`config.mk`:
```
export PLATFORM = sky130hd
export DESIGN_NAME = lru_key_value_cache
export DESIGN_NICKNAME = d
export VERILOG_FILES = /design/src/sv/lkv_pkg.sv /design/src/sv/lru_key_value_cache.sv /design/src/sv/lkv_cell.sv
export SDC_FILE = /design/constraint.sdc
export NUM_CORES = 2
export LEC_CHECK = 0
export ABC_AREA = 1
export BUFFER_PORTS_ARGS = -buffer_cell sky130_fd_sc_hd__buf_2
export CORE_ASPECT_RATIO = 0.5
export CORE_MARGIN = 1
export CORE_UTILIZATION = 30
export CTS_BUF_LIST = sky130_fd_sc_hd__clkbuf_4
export DETAILED_ROUTE_END_ITERATION = 12
export PLACE_DENSITY = 0.49
export REMOVE_ABC_BUFFERS = 1
export SETUP_SLACK_MARGIN = 0.4
export SYNTH_ARGS = -nofsm -noshare
export SYNTH_HDL_FRONTEND = slang
export SYNTH_SLANG_ARGS = --single-unit
export TNS_END_PERCENT = 5
```
`constraint.sdc`:
```
create_clock -name clk -period 4.9 [get_ports clk]
set_input_delay 0.98 -clock clk [delete_from_list [all_inputs] [get_ports clk]]
set_output_delay 0.98 -clock clk [all_outputs]
set_load 0.05 [all_outputs]
```
`src/sv/lkv_pkg.sv`:
```
// ---------------------------------------------------------------------------
// lkv_pkg: shared types and constants for the LRU key-value cache
// Holds the request and response payloads, the per-cell entry and sweep
// records, and the codes that steer the cell row.
// ---------------------------------------------------------------------------
package lkv_pkg;

    localparam int KEY_W           = 32;
    localparam int VAL_W           = 32;
    localparam int CAP_W           = 5;
    localparam int ENTRIES_DEFAULT = 16;
    localparam logic [CAP_W-1:0] CAP_RESET = 5'd16;

    typedef struct packed {
        logic                    mode;
        logic signed [KEY_W-1:0] key;
        logic signed [VAL_W-1:0] value;
    } lkv_req_t;

    typedef struct packed {
        logic                    hit;
        logic signed [VAL_W-1:0] read_value;
        logic                    evicted;
        logic signed [KEY_W-1:0] evicted_key;
    } lkv_resp_t;

    typedef struct packed {
        logic                    valid;
        logic signed [KEY_W-1:0] key;
        logic signed [VAL_W-1:0] value;
    } lkv_entry_t;

    // Travels from the tail cell to the head cell, one cell per cycle.
    typedef struct packed {
        logic                    active;
        logic                    found;
        logic signed [VAL_W-1:0] value;
        logic                    tail_seen;
        logic signed [KEY_W-1:0] tail_key;
    } lkv_sweep_t;

    typedef enum logic [1:0] {
        OP_NONE,
        OP_HIT,
        OP_FILL,
        OP_EVICT
    } lkv_op_t;

    typedef struct packed {
        lkv_op_t                 op;
        logic signed [KEY_W-1:0] key;
    } lkv_ctrl_t;

    typedef enum logic [1:0] {
        ST_IDLE,
        ST_SCAN,
        ST_APPLY
    } lkv_state_t;

endpackage

```
`src/sv/lru_key_value_cache.sv`:
```
// ---------------------------------------------------------------------------
// lru_key_value_cache: fully associative key-value cache, LRU replacement
// A request is a get (mode 0) or a put (mode 1) of a key, with a value for
// puts. Each request gives one response: hit, read value on a get hit, and
// the key of an entry evicted by a put.
// Entries sit in a row of cells ordered by recency, cell 0 most recent.
// A sweep record crosses the row from the tail to the head, one cell per
// cycle, collecting the hit, its value and the least recent key. The row
// then shifts to move the accessed entry to the head once the response register is free.
// One request is in flight at a time: a new request is taken only once
// the last one has finished its sweep through the cell row and its update.
// in_stall is high while a request is in flight. The response register
// holds while out_stall is high; a new request may be taken meanwhile, but
// its update waits until the held response is taken.
// Reset clears all valid marks, occupancy, and sets capacity to 16.
// The user must write capacity through cfg_write/cfg_data only while the
// block is idle; the block itself does not enforce this.
// ---------------------------------------------------------------------------
module lru_key_value_cache
#(
    parameter int ENTRIES = lkv_pkg::ENTRIES_DEFAULT
)
(
    input  logic                      clk,
    input  logic                      rst_n,
    input  logic                      in_valid,
    output logic                      in_stall,
    input  lkv_pkg::lkv_req_t         in_req,
    output logic                      out_valid,
    input  logic                      out_stall,
    output lkv_pkg::lkv_resp_t        out_resp,
    input  logic                      cfg_write,
    input  logic [lkv_pkg::CAP_W-1:0] cfg_data
);

    localparam int OCC_W = $clog2(ENTRIES + 1);
    localparam int CMP_W = (OCC_W > lkv_pkg::CAP_W) ? OCC_W : lkv_pkg::CAP_W;

    lkv_pkg::lkv_state_t       state_reg, state_next;
    logic                      start_reg, start_next;
    lkv_pkg::lkv_req_t         req_reg;
    lkv_pkg::lkv_sweep_t       fin_reg;
    logic [lkv_pkg::CAP_W-1:0] capacity_reg;
    logic [OCC_W-1:0]          occ_reg, occ_next;
    logic                      out_valid_reg, out_valid_next;
    lkv_pkg::lkv_resp_t        resp_reg, resp_next;

    lkv_pkg::lkv_ctrl_t        ctrl;
    lkv_pkg::lkv_entry_t       link [ENTRIES+1];
    lkv_pkg::lkv_sweep_t       sweep [ENTRIES+1];
    logic [ENTRIES-1:0]        valid_vec;

    logic                      accept;
    logic                      out_free;
    logic                      out_load;
    logic [CMP_W-1:0]          cap_ext, eff_cap;
    logic                      evict_cond;
    logic                      get_hit;

    assign in_stall  = (state_reg != lkv_pkg::ST_IDLE);
    assign accept    = in_valid && !in_stall;
    assign out_free  = !out_valid_reg || !out_stall;
    assign out_valid = out_valid_reg;
    assign out_resp  = resp_reg;

    // zero acts as one, anything above the row length acts as the row length
    always_comb
    begin
        cap_ext = CMP_W'(capacity_reg);
        if (cap_ext == '0)
            eff_cap = CMP_W'(1);
        else if (cap_ext > CMP_W'(ENTRIES))
            eff_cap = CMP_W'(ENTRIES);
        else
            eff_cap = cap_ext;
    end

    assign get_hit    = fin_reg.found && !req_reg.mode;
    assign evict_cond = !fin_reg.found && req_reg.mode && (CMP_W'(occ_reg) >= eff_cap);

    // head cell takes the accessed entry
    always_comb
    begin
        link[0].valid = 1'b1;
        link[0].key   = req_reg.key;
        link[0].value = get_hit ? fin_reg.value : req_reg.value;
    end

    always_comb
    begin
        sweep[ENTRIES]           = '0;
        sweep[ENTRIES].active    = start_reg;
    end

    genvar gi;
    generate
        for (gi = 0; gi < ENTRIES; gi++)
        begin : g_cell
            lkv_cell u_cell
            (
                .clk       (clk),
                .rst_n     (rst_n),
                .ctrl      (ctrl),
                .prev      (link[gi]),
                .entry     (link[gi+1]),
                .sweep_in  (sweep[gi+1]),
                .sweep_out (sweep[gi])
            );
            assign valid_vec[gi] = link[gi+1].valid;
        end
    endgenerate

    always_comb
    begin
        state_next = state_reg;
        start_next = 1'b0;
        out_load   = 1'b0;
        occ_next   = occ_reg;
        ctrl.key   = req_reg.key;
        ctrl.op    = lkv_pkg::OP_NONE;
        resp_next  = resp_reg;
        unique case (state_reg)
            lkv_pkg::ST_IDLE:
            begin
                if (accept)
                begin
                    start_next = 1'b1;
                    state_next = lkv_pkg::ST_SCAN;
                end
            end
            lkv_pkg::ST_SCAN:
            begin
                if (sweep[0].active)
                begin
                    state_next = lkv_pkg::ST_APPLY;
                end
            end
            lkv_pkg::ST_APPLY:
            begin
                if (out_free)
                begin
                    out_load   = 1'b1;
                    state_next = lkv_pkg::ST_IDLE;
                    if (fin_reg.found)
                        ctrl.op = lkv_pkg::OP_HIT;
                    else if (evict_cond)
                        ctrl.op = lkv_pkg::OP_EVICT;
                    else if (req_reg.mode)
                    begin
                        ctrl.op  = lkv_pkg::OP_FILL;
                        occ_next = occ_reg + OCC_W'(1);
                    end
                    resp_next.hit         = fin_reg.found;
                    resp_next.read_value  = get_hit ? fin_reg.value : '0;
                    resp_next.evicted     = evict_cond;
                    resp_next.evicted_key = evict_cond ? fin_reg.tail_key : '0;
                end
            end
            default:
            begin
                state_next = lkv_pkg::ST_IDLE;
            end
        endcase
    end

    always_comb
    begin
        if (out_load)
            out_valid_next = 1'b1;
        else if (out_stall)
            out_valid_next = out_valid_reg;
        else
            out_valid_next = 1'b0;
    end

    always_ff @(posedge clk or negedge rst_n)
    begin
        if (!rst_n)
        begin
            state_reg     <= lkv_pkg::ST_IDLE;
            start_reg     <= 1'b0;
            occ_reg       <= '0;
            out_valid_reg <= 1'b0;
            capacity_reg  <= lkv_pkg::CAP_RESET;
        end
        else
        begin
            state_reg     <= state_next;
            start_reg     <= start_next;
            occ_reg       <= occ_next;
            out_valid_reg <= out_valid_next;
            if (cfg_write)
            begin
                capacity_reg <= cfg_data;
            end
        end
    end

    always_ff @(posedge clk)
    begin
        resp_reg <= resp_next;
        if (accept)
        begin
            req_reg <= in_req;
        end
        if (state_reg == lkv_pkg::ST_SCAN && sweep[0].active)
        begin
            fin_reg <= sweep[0];
        end
    end

    assert property (@(posedge clk) disable iff (!rst_n)
        $countones(valid_vec) == int'(occ_reg))
    else $error("valid marks disagree with occupancy");

    assert property (@(posedge clk) disable iff (!rst_n)
        int'(occ_reg) <= ENTRIES)
    else $error("occupancy above row length");

    assert property (@(posedge clk) disable iff (!rst_n)
        sweep[0].active |-> state_reg == lkv_pkg::ST_SCAN)
    else $error("sweep finished outside scan");

    assert property (@(posedge clk) disable iff (!rst_n)
        (state_reg == lkv_pkg::ST_APPLY && out_free) |=> out_valid_reg)
    else $error("applied request lost its response");

    assert property (@(posedge clk) disable iff (!rst_n)
        out_valid_reg |-> !(resp_reg.hit && resp_reg.evicted))
    else $error("hit and eviction in one response");

endmodule

```
`src/sv/lkv_cell.sv`:
```
// ---------------------------------------------------------------------------
// lkv_cell: one slot of the recency-ordered entry row
// Compares its key against the request, folds its contribution into the
// passing sweep record, and on an update shifts in its neighbor's entry.
// ---------------------------------------------------------------------------
module lkv_cell
(
    input  logic               clk,
    input  logic               rst_n,
    input  lkv_pkg::lkv_ctrl_t ctrl,
    input  lkv_pkg::lkv_entry_t prev,
    output lkv_pkg::lkv_entry_t entry,
    input  lkv_pkg::lkv_sweep_t sweep_in,
    output lkv_pkg::lkv_sweep_t sweep_out
);

    logic                             valid_reg;
    logic signed [lkv_pkg::KEY_W-1:0] key_reg;
    logic signed [lkv_pkg::VAL_W-1:0] value_reg;
    logic                             below_hit_reg;
    logic                             active_reg;
    lkv_pkg::lkv_sweep_t              sweep_reg;
    lkv_pkg::lkv_sweep_t              sweep_next;
    logic                             match;
    logic                             take;

    assign match = valid_reg && (key_reg == ctrl.key);

    always_comb
    begin
        sweep_next.active    = sweep_in.active;
        sweep_next.found     = sweep_in.found | match;
        sweep_next.value     = match ? value_reg : sweep_in.value;
        sweep_next.tail_seen = sweep_in.tail_seen | valid_reg;
        // first valid cell seen from the tail is the least recent entry
        sweep_next.tail_key  = (!sweep_in.tail_seen && valid_reg) ? key_reg
                                                                  : sweep_in.tail_key;
    end

    always_comb
    begin
        case (ctrl.op)
            lkv_pkg::OP_HIT:   take = below_hit_reg;
            lkv_pkg::OP_FILL:  take = prev.valid;
            lkv_pkg::OP_EVICT: take = valid_reg;
            default:           take = 1'b0;
        endcase
    end

    always_ff @(posedge clk or negedge rst_n)
    begin
        if (!rst_n)
        begin
            valid_reg  <= 1'b0;
            active_reg <= 1'b0;
        end
        else
        begin
            active_reg <= sweep_in.active;
            if (take)
            begin
                valid_reg <= prev.valid;
            end
        end
    end

    always_ff @(posedge clk)
    begin
        sweep_reg <= sweep_next;
        if (take)
        begin
            key_reg   <= prev.key;
            value_reg <= prev.value;
        end
        // remember whether the hit sits at or behind this cell
        if (sweep_in.active)
        begin
            below_hit_reg <= sweep_next.found;
        end
    end

    always_comb
    begin
        sweep_out        = sweep_reg;
        sweep_out.active = active_reg;
    end

    assign entry.valid = valid_reg;
    assign entry.key   = key_reg;
    assign entry.value = value_reg;

endmodule
```
==> results by group <==
Clock tree
  • Maximum clock path buffer count: 4
  • Root buffer cell: sky130_fd_sc_hd__clkbuf_4
  • Sinks on the clock net: 2,337
  • CTS tree: done
  • Buffers inserted during post-CTS setup optimization: 0
  • CTS clock-pin slew for the worst setup and hold paths: ~0.06 ns
  • Clk_lat worst skew: around 1.2 ns
  • H-Tree Level Count: 6
  • Cts bufs inserted: approximately 580

Finish
  • Number of flip-flops in the largest register: approximately 1,100
  • Fraction of final layout cells with drive strength greater than 1: 0.1627
  • Final cell area excluding filler cells: between 90,000 and 100,000 um^2
  • Post-synthesis to final-layout area growth: 15.78%
  • Final-layout fill cell count: 28,346
  • Net total in the final layout: between 8,000 and 9,000
  • Utilization after layout: 0.3517

Placed design
  • # port buffers: ~140
  • Placed wire-length estimate: about 170,000 um
  • Final estimated routing congestion in global placement: about 0.90
  • Post-detailed-placement cell area: between 90,000 and 100,000 um^2

Route
  • Drt drc: 0
  • ANT nets after route: 0
  • Detailed-route wire length per cell: about 19 um
  • Number of DRC markers after the initial detailed-route iteration: 4,515
  • Final routed wirelength across all metal layers: about 240,000 um
  • DR vias: roughly 55,000
  • Length of the first detailed-routing pass in iterations: 5
  • Mean number of vias per cell: ~4.3

STA
  • Setup-failing EPs final: 0
  • Shortest clock period the worst path allows after layout: between 3 and 4 ns
  • Max Clk Rate: 0.2749 GHz
  • Number of hold-slack violations in the final timing report: 0
  • Slew Viols, Final: 0
  • Final worst clock skew: 0.07944 ns
  • Headroom to the max-slew limit: 0.2101
  • Setup repair after global routing missed its margin: false
  • Measured slew at the worst slew-check pin: approximately 1.2 ns
  • Final critical-path share of the clock period: 0.7423
  • Summed negative setup slack over all endpoints: 0 ns

Synthesis
  • Share of synthesized area occupied by flip-flops and latches: 0.6968
  • Mapped cell area: 85,230 um^2
  • Mean cell area of the mapped netlist: ~11 um^2
  • Cell count after synthesis: around 8,100
  • Dominant synthesized flop cell: sky130_fd_sc_hd__edfxtp_1
  • Post-synth ARST share: 0.01968
  • Count of yosys warnings during synthesis: 0
  • Count of state elements after synthesis: between 2,000 and 2,500
  • Cell variety after synth: 38
  • Count of flip-flops with a built-in enable after synthesis: 1,236

Power
  • Overall power: around 43 mW
  • Power per cell area: approximately 430 nW/um^2
  • Peak supply drop: approximately 0.31 mV
  • Leakage dissipation: 40.83 nW

Hold path
  • Hold crit path type: flip-flop to flip-flop

Setup path
  • Worst Path Required: between 5 and 6 ns
  • Cell with the largest stage delay on the worst path: sky130_fd_sc_hd__inv_1
  • Startpoint type of the worst setup path: flip-flop
  • Stage delay of the slowest cell on the critical path: between 0.6 and 0.7 ns
  • Arrival time worst endpoint: approximately 4.5 ns
  • Max Fanout on Critical Path: 41
  • Critical setup path kind: flip-flop to flip-flop
  • Category of the worst setup path capture point: flip-flop
  • Chain of cells forming the critical path: inv_1 > nand4_1 > nand2_1 > nand2_1 > ha_1 > nand2_1 > inv_1 > nand2_1 > nor2_1 > nor2_2 > inv_1 > nand3_1 > nand3_4 > buf_4
  • Most frequent CP cell: sky130_fd_sc_hd__nand2_1

Floorplanning
  • Height of the die: approximately 380 um
  • Floorplan die width: approximately 760 um
  • Overall die area: around 290,000 um^2
  • Core outline area: 280,600 um^2
  • Top-Level Pins: ~140
  • Starting density of the core: 0.3037
  • Total number of placement rows: 137

Global route
  • Wire length of the first global-routing pass: ~360,000 um
  • Global route total overflow: 0
  • Number of global-route vias before repair: roughly 55,000
  • Number of antenna violations at the first check in global routing: 11
  • Gr usage total: 0.1645
  • Maximum number of pins on one net before global-route repair: 66

Outcome
  • Status: finished clean

Flow run
  • Max-cap violations: 0
[area by class of cell]
type | count | area, um^2 | share of cell area
Timing Repair Buffer | 357 | 2620 | 0.02655
Inverter | 913 | 3428 | 0.03474
Clock inverter | 141 | 805.8 | 0.008166
Tap cell | 3753 | 4696 | 0.04759
Multi-Input combinational cell | 4452 | 20860 | 0.2114
Antenna cell | 8 | 20.02 | 0.0002029
Clock buffer | 914 | 6862 | 0.06953
Sequential cell | 2337 | 59390 | 0.6018
[per-layer routing]
metal | share of wire | vias up | GRT usage
met5 | 0.00024 | - | 0
met3 | 0.057 | 311 | 0.02802
met4 | 0.021 | 8 | 0.04728
met2 | 0.39 | 1661 | 0.2220
met1 | 0.54 | 25864 | 0.2632
li1 | - | 27629 | -
[where the power goes]
group	internal [mW]	total, mW	switching [mW]
Combinational	0.875	3.74	2.86
Clock	8.96	16.9	7.94
Sequential	21.5	22.0	0.460
[worst max-delay path: cells and delay by family, from the launching register on]
family	cells	cell delay [ns]
DFF	1	0.39
and+or+nand+nor	9	1.42
adders and majority gates	1	0.28
buffers and inverters	4	1.19
[kinds of logic (layout without fill, tap and decap cells)]
logic type | count (synthesis) | after routing | share of synthesized area
adder cells (fa/ha/maj) | 6 | 6 | 0.0008808
AO/OA/AOI/OAI | 760 | 760 | 0.05241
flip-flops | 2337 | 2337 | 0.6968
multiplexers | 110 | 110 | 0.01453
buffers and inverters | 1271 | 2325 | 0.06153
other | 0 | 8 | 0
XOR/XNOR | 74 | 74 | 0.007604
AND/OR/NAND/NOR | 3502 | 3502 | 0.1662
[cell usage in the layout (no fill, tap or decap), types with 6 or more instances in the layout]
cell type / n
sky130_fd_sc_hd__nand2_1: 2469
sky130_fd_sc_hd__edfxtp_1: 1236
sky130_fd_sc_hd__dfxtp_1: 1055
sky130_fd_sc_hd__clkbuf_4: 914
sky130_fd_sc_hd__inv_1: 866
sky130_fd_sc_hd__nand3_1: 547
sky130_fd_sc_hd__o21ai_0: 464
sky130_fd_sc_hd__nor2_1: 336
sky130_fd_sc_hd__o21bai_1: 221
sky130_fd_sc_hd__buf_2: 141
sky130_fd_sc_hd__buf_4: 127
sky130_fd_sc_hd__mux2_2: 110
sky130_fd_sc_hd__clkinv_1: 98
sky130_fd_sc_hd__dlygate4sd3_1: 82
sky130_fd_sc_hd__inv_2: 65
sky130_fd_sc_hd__xnor2_1: 51
sky130_fd_sc_hd__dfrtp_1: 45
sky130_fd_sc_hd__nand4_1: 32
sky130_fd_sc_hd__o22ai_1: 32
sky130_fd_sc_hd__nor3_1: 28
sky130_fd_sc_hd__nor2_2: 24
sky130_fd_sc_hd__xor2_1: 23
sky130_fd_sc_hd__a21oi_1: 18
sky130_fd_sc_hd__nand2_2: 16
sky130_fd_sc_hd__nand3_4: 15
sky130_fd_sc_hd__o21ai_1: 12
sky130_fd_sc_hd__o21bai_2: 10
sky130_fd_sc_hd__nor3_2: 10
sky130_fd_sc_hd__bufinv_16: 9
sky130_fd_sc_hd__diode_2: 8
sky130_fd_sc_hd__clkinv_2: 8
sky130_fd_sc_hd__or2_2: 7
sky130_fd_sc_hd__clkinvlp_4: 7
sky130_fd_sc_hd__buf_12: 7
sky130_fd_sc_hd__ha_1: 6
[synthesized netlist by cell type (6+ instances only)]
cell / number / area share
sky130_fd_sc_hd__nand2_1: 2484 / 0.11
sky130_fd_sc_hd__dfxtp_1: 1055 / 0.25
sky130_fd_sc_hd__o22ai_1: 32 / 0.0023
sky130_fd_sc_hd__inv_1: 867 / 0.038
sky130_fd_sc_hd__nor2_2: 22 / 0.0016
sky130_fd_sc_hd__clkbuf_1: 142 / 0.0063
sky130_fd_sc_hd__inv_2: 42 / 0.0018
sky130_fd_sc_hd__a21oi_1: 18 / 0.0011
sky130_fd_sc_hd__or2_2: 7 / 0.00051
sky130_fd_sc_hd__buf_2: 156 / 0.0092
sky130_fd_sc_hd__mux2_2: 110 / 0.015
sky130_fd_sc_hd__buf_4: 34 / 0.0030
sky130_fd_sc_hd__xnor2_1: 51 / 0.0052
sky130_fd_sc_hd__buf_6: 20 / 0.0026
sky130_fd_sc_hd__o21bai_1: 221 / 0.019
sky130_fd_sc_hd__o21ai_1: 12 / 0.00070
sky130_fd_sc_hd__xor2_1: 23 / 0.0024
sky130_fd_sc_hd__nor3_2: 10 / 0.0012
sky130_fd_sc_hd__o21bai_2: 10 / 0.0013
sky130_fd_sc_hd__buf_1: 6 / 0.00026
sky130_fd_sc_hd__dfrtp_1: 45 / 0.013
sky130_fd_sc_hd__nor2_1: 341 / 0.015
sky130_fd_sc_hd__nand3_1: 563 / 0.033
sky130_fd_sc_hd__edfxtp_1: 1236 / 0.44
sky130_fd_sc_hd__nand4_1: 32 / 0.0023
sky130_fd_sc_hd__nor3_1: 28 / 0.0016
sky130_fd_sc_hd__ha_1: 6 / 0.00088
sky130_fd_sc_hd__o21ai_0: 464 / 0.027
[final timing paths]
kind | depth (start not counted) | from | endpoint | slack, ns
setup / recovery | 14 | cap_ext[1] | g_cell[15].u_cell.value_reg[11] | 1.26
hold / removal | 0 | g_cell[8].u_cell.active_reg | g_cell[7].u_cell.active_reg | 0.38
setup reg to reg | 14 | cap_ext[1] | g_cell[15].u_cell.value_reg[11] | 1.26
hold reg to reg | 0 | g_cell[8].u_cell.active_reg | g_cell[7].u_cell.active_reg | 0.38
max in group asynchronous | 2 | rst_n | g_cell[4].u_cell.active_reg | 3.86
min in group asynchronous | 2 | rst_n | cap_ext[1] | 0.41
[timing repair]
action | in CTS | in global routing
hold buffers | 82 | 0
endpoints found under the hold margin | 118 | 0
resized for setup | 0 | 0
[metrics by stage]
step / hold WS (ns) / worst slack (ns) / instances
6_report: 0.3770 / 1.263 / 12875
3_3_place_gp: 0.3672 / 1.229 / 11730
3_5_place_dp: 0.3787 / 1.201 / 11730
4_1_cts: 0.2937 / 1.279 / 12867
5_1_grt: 0.3677 / 0.9893 / 12870
2_1_floorplan: 0.3622 / 0.3317 / 7702
(Power assumes the default switching activity.)
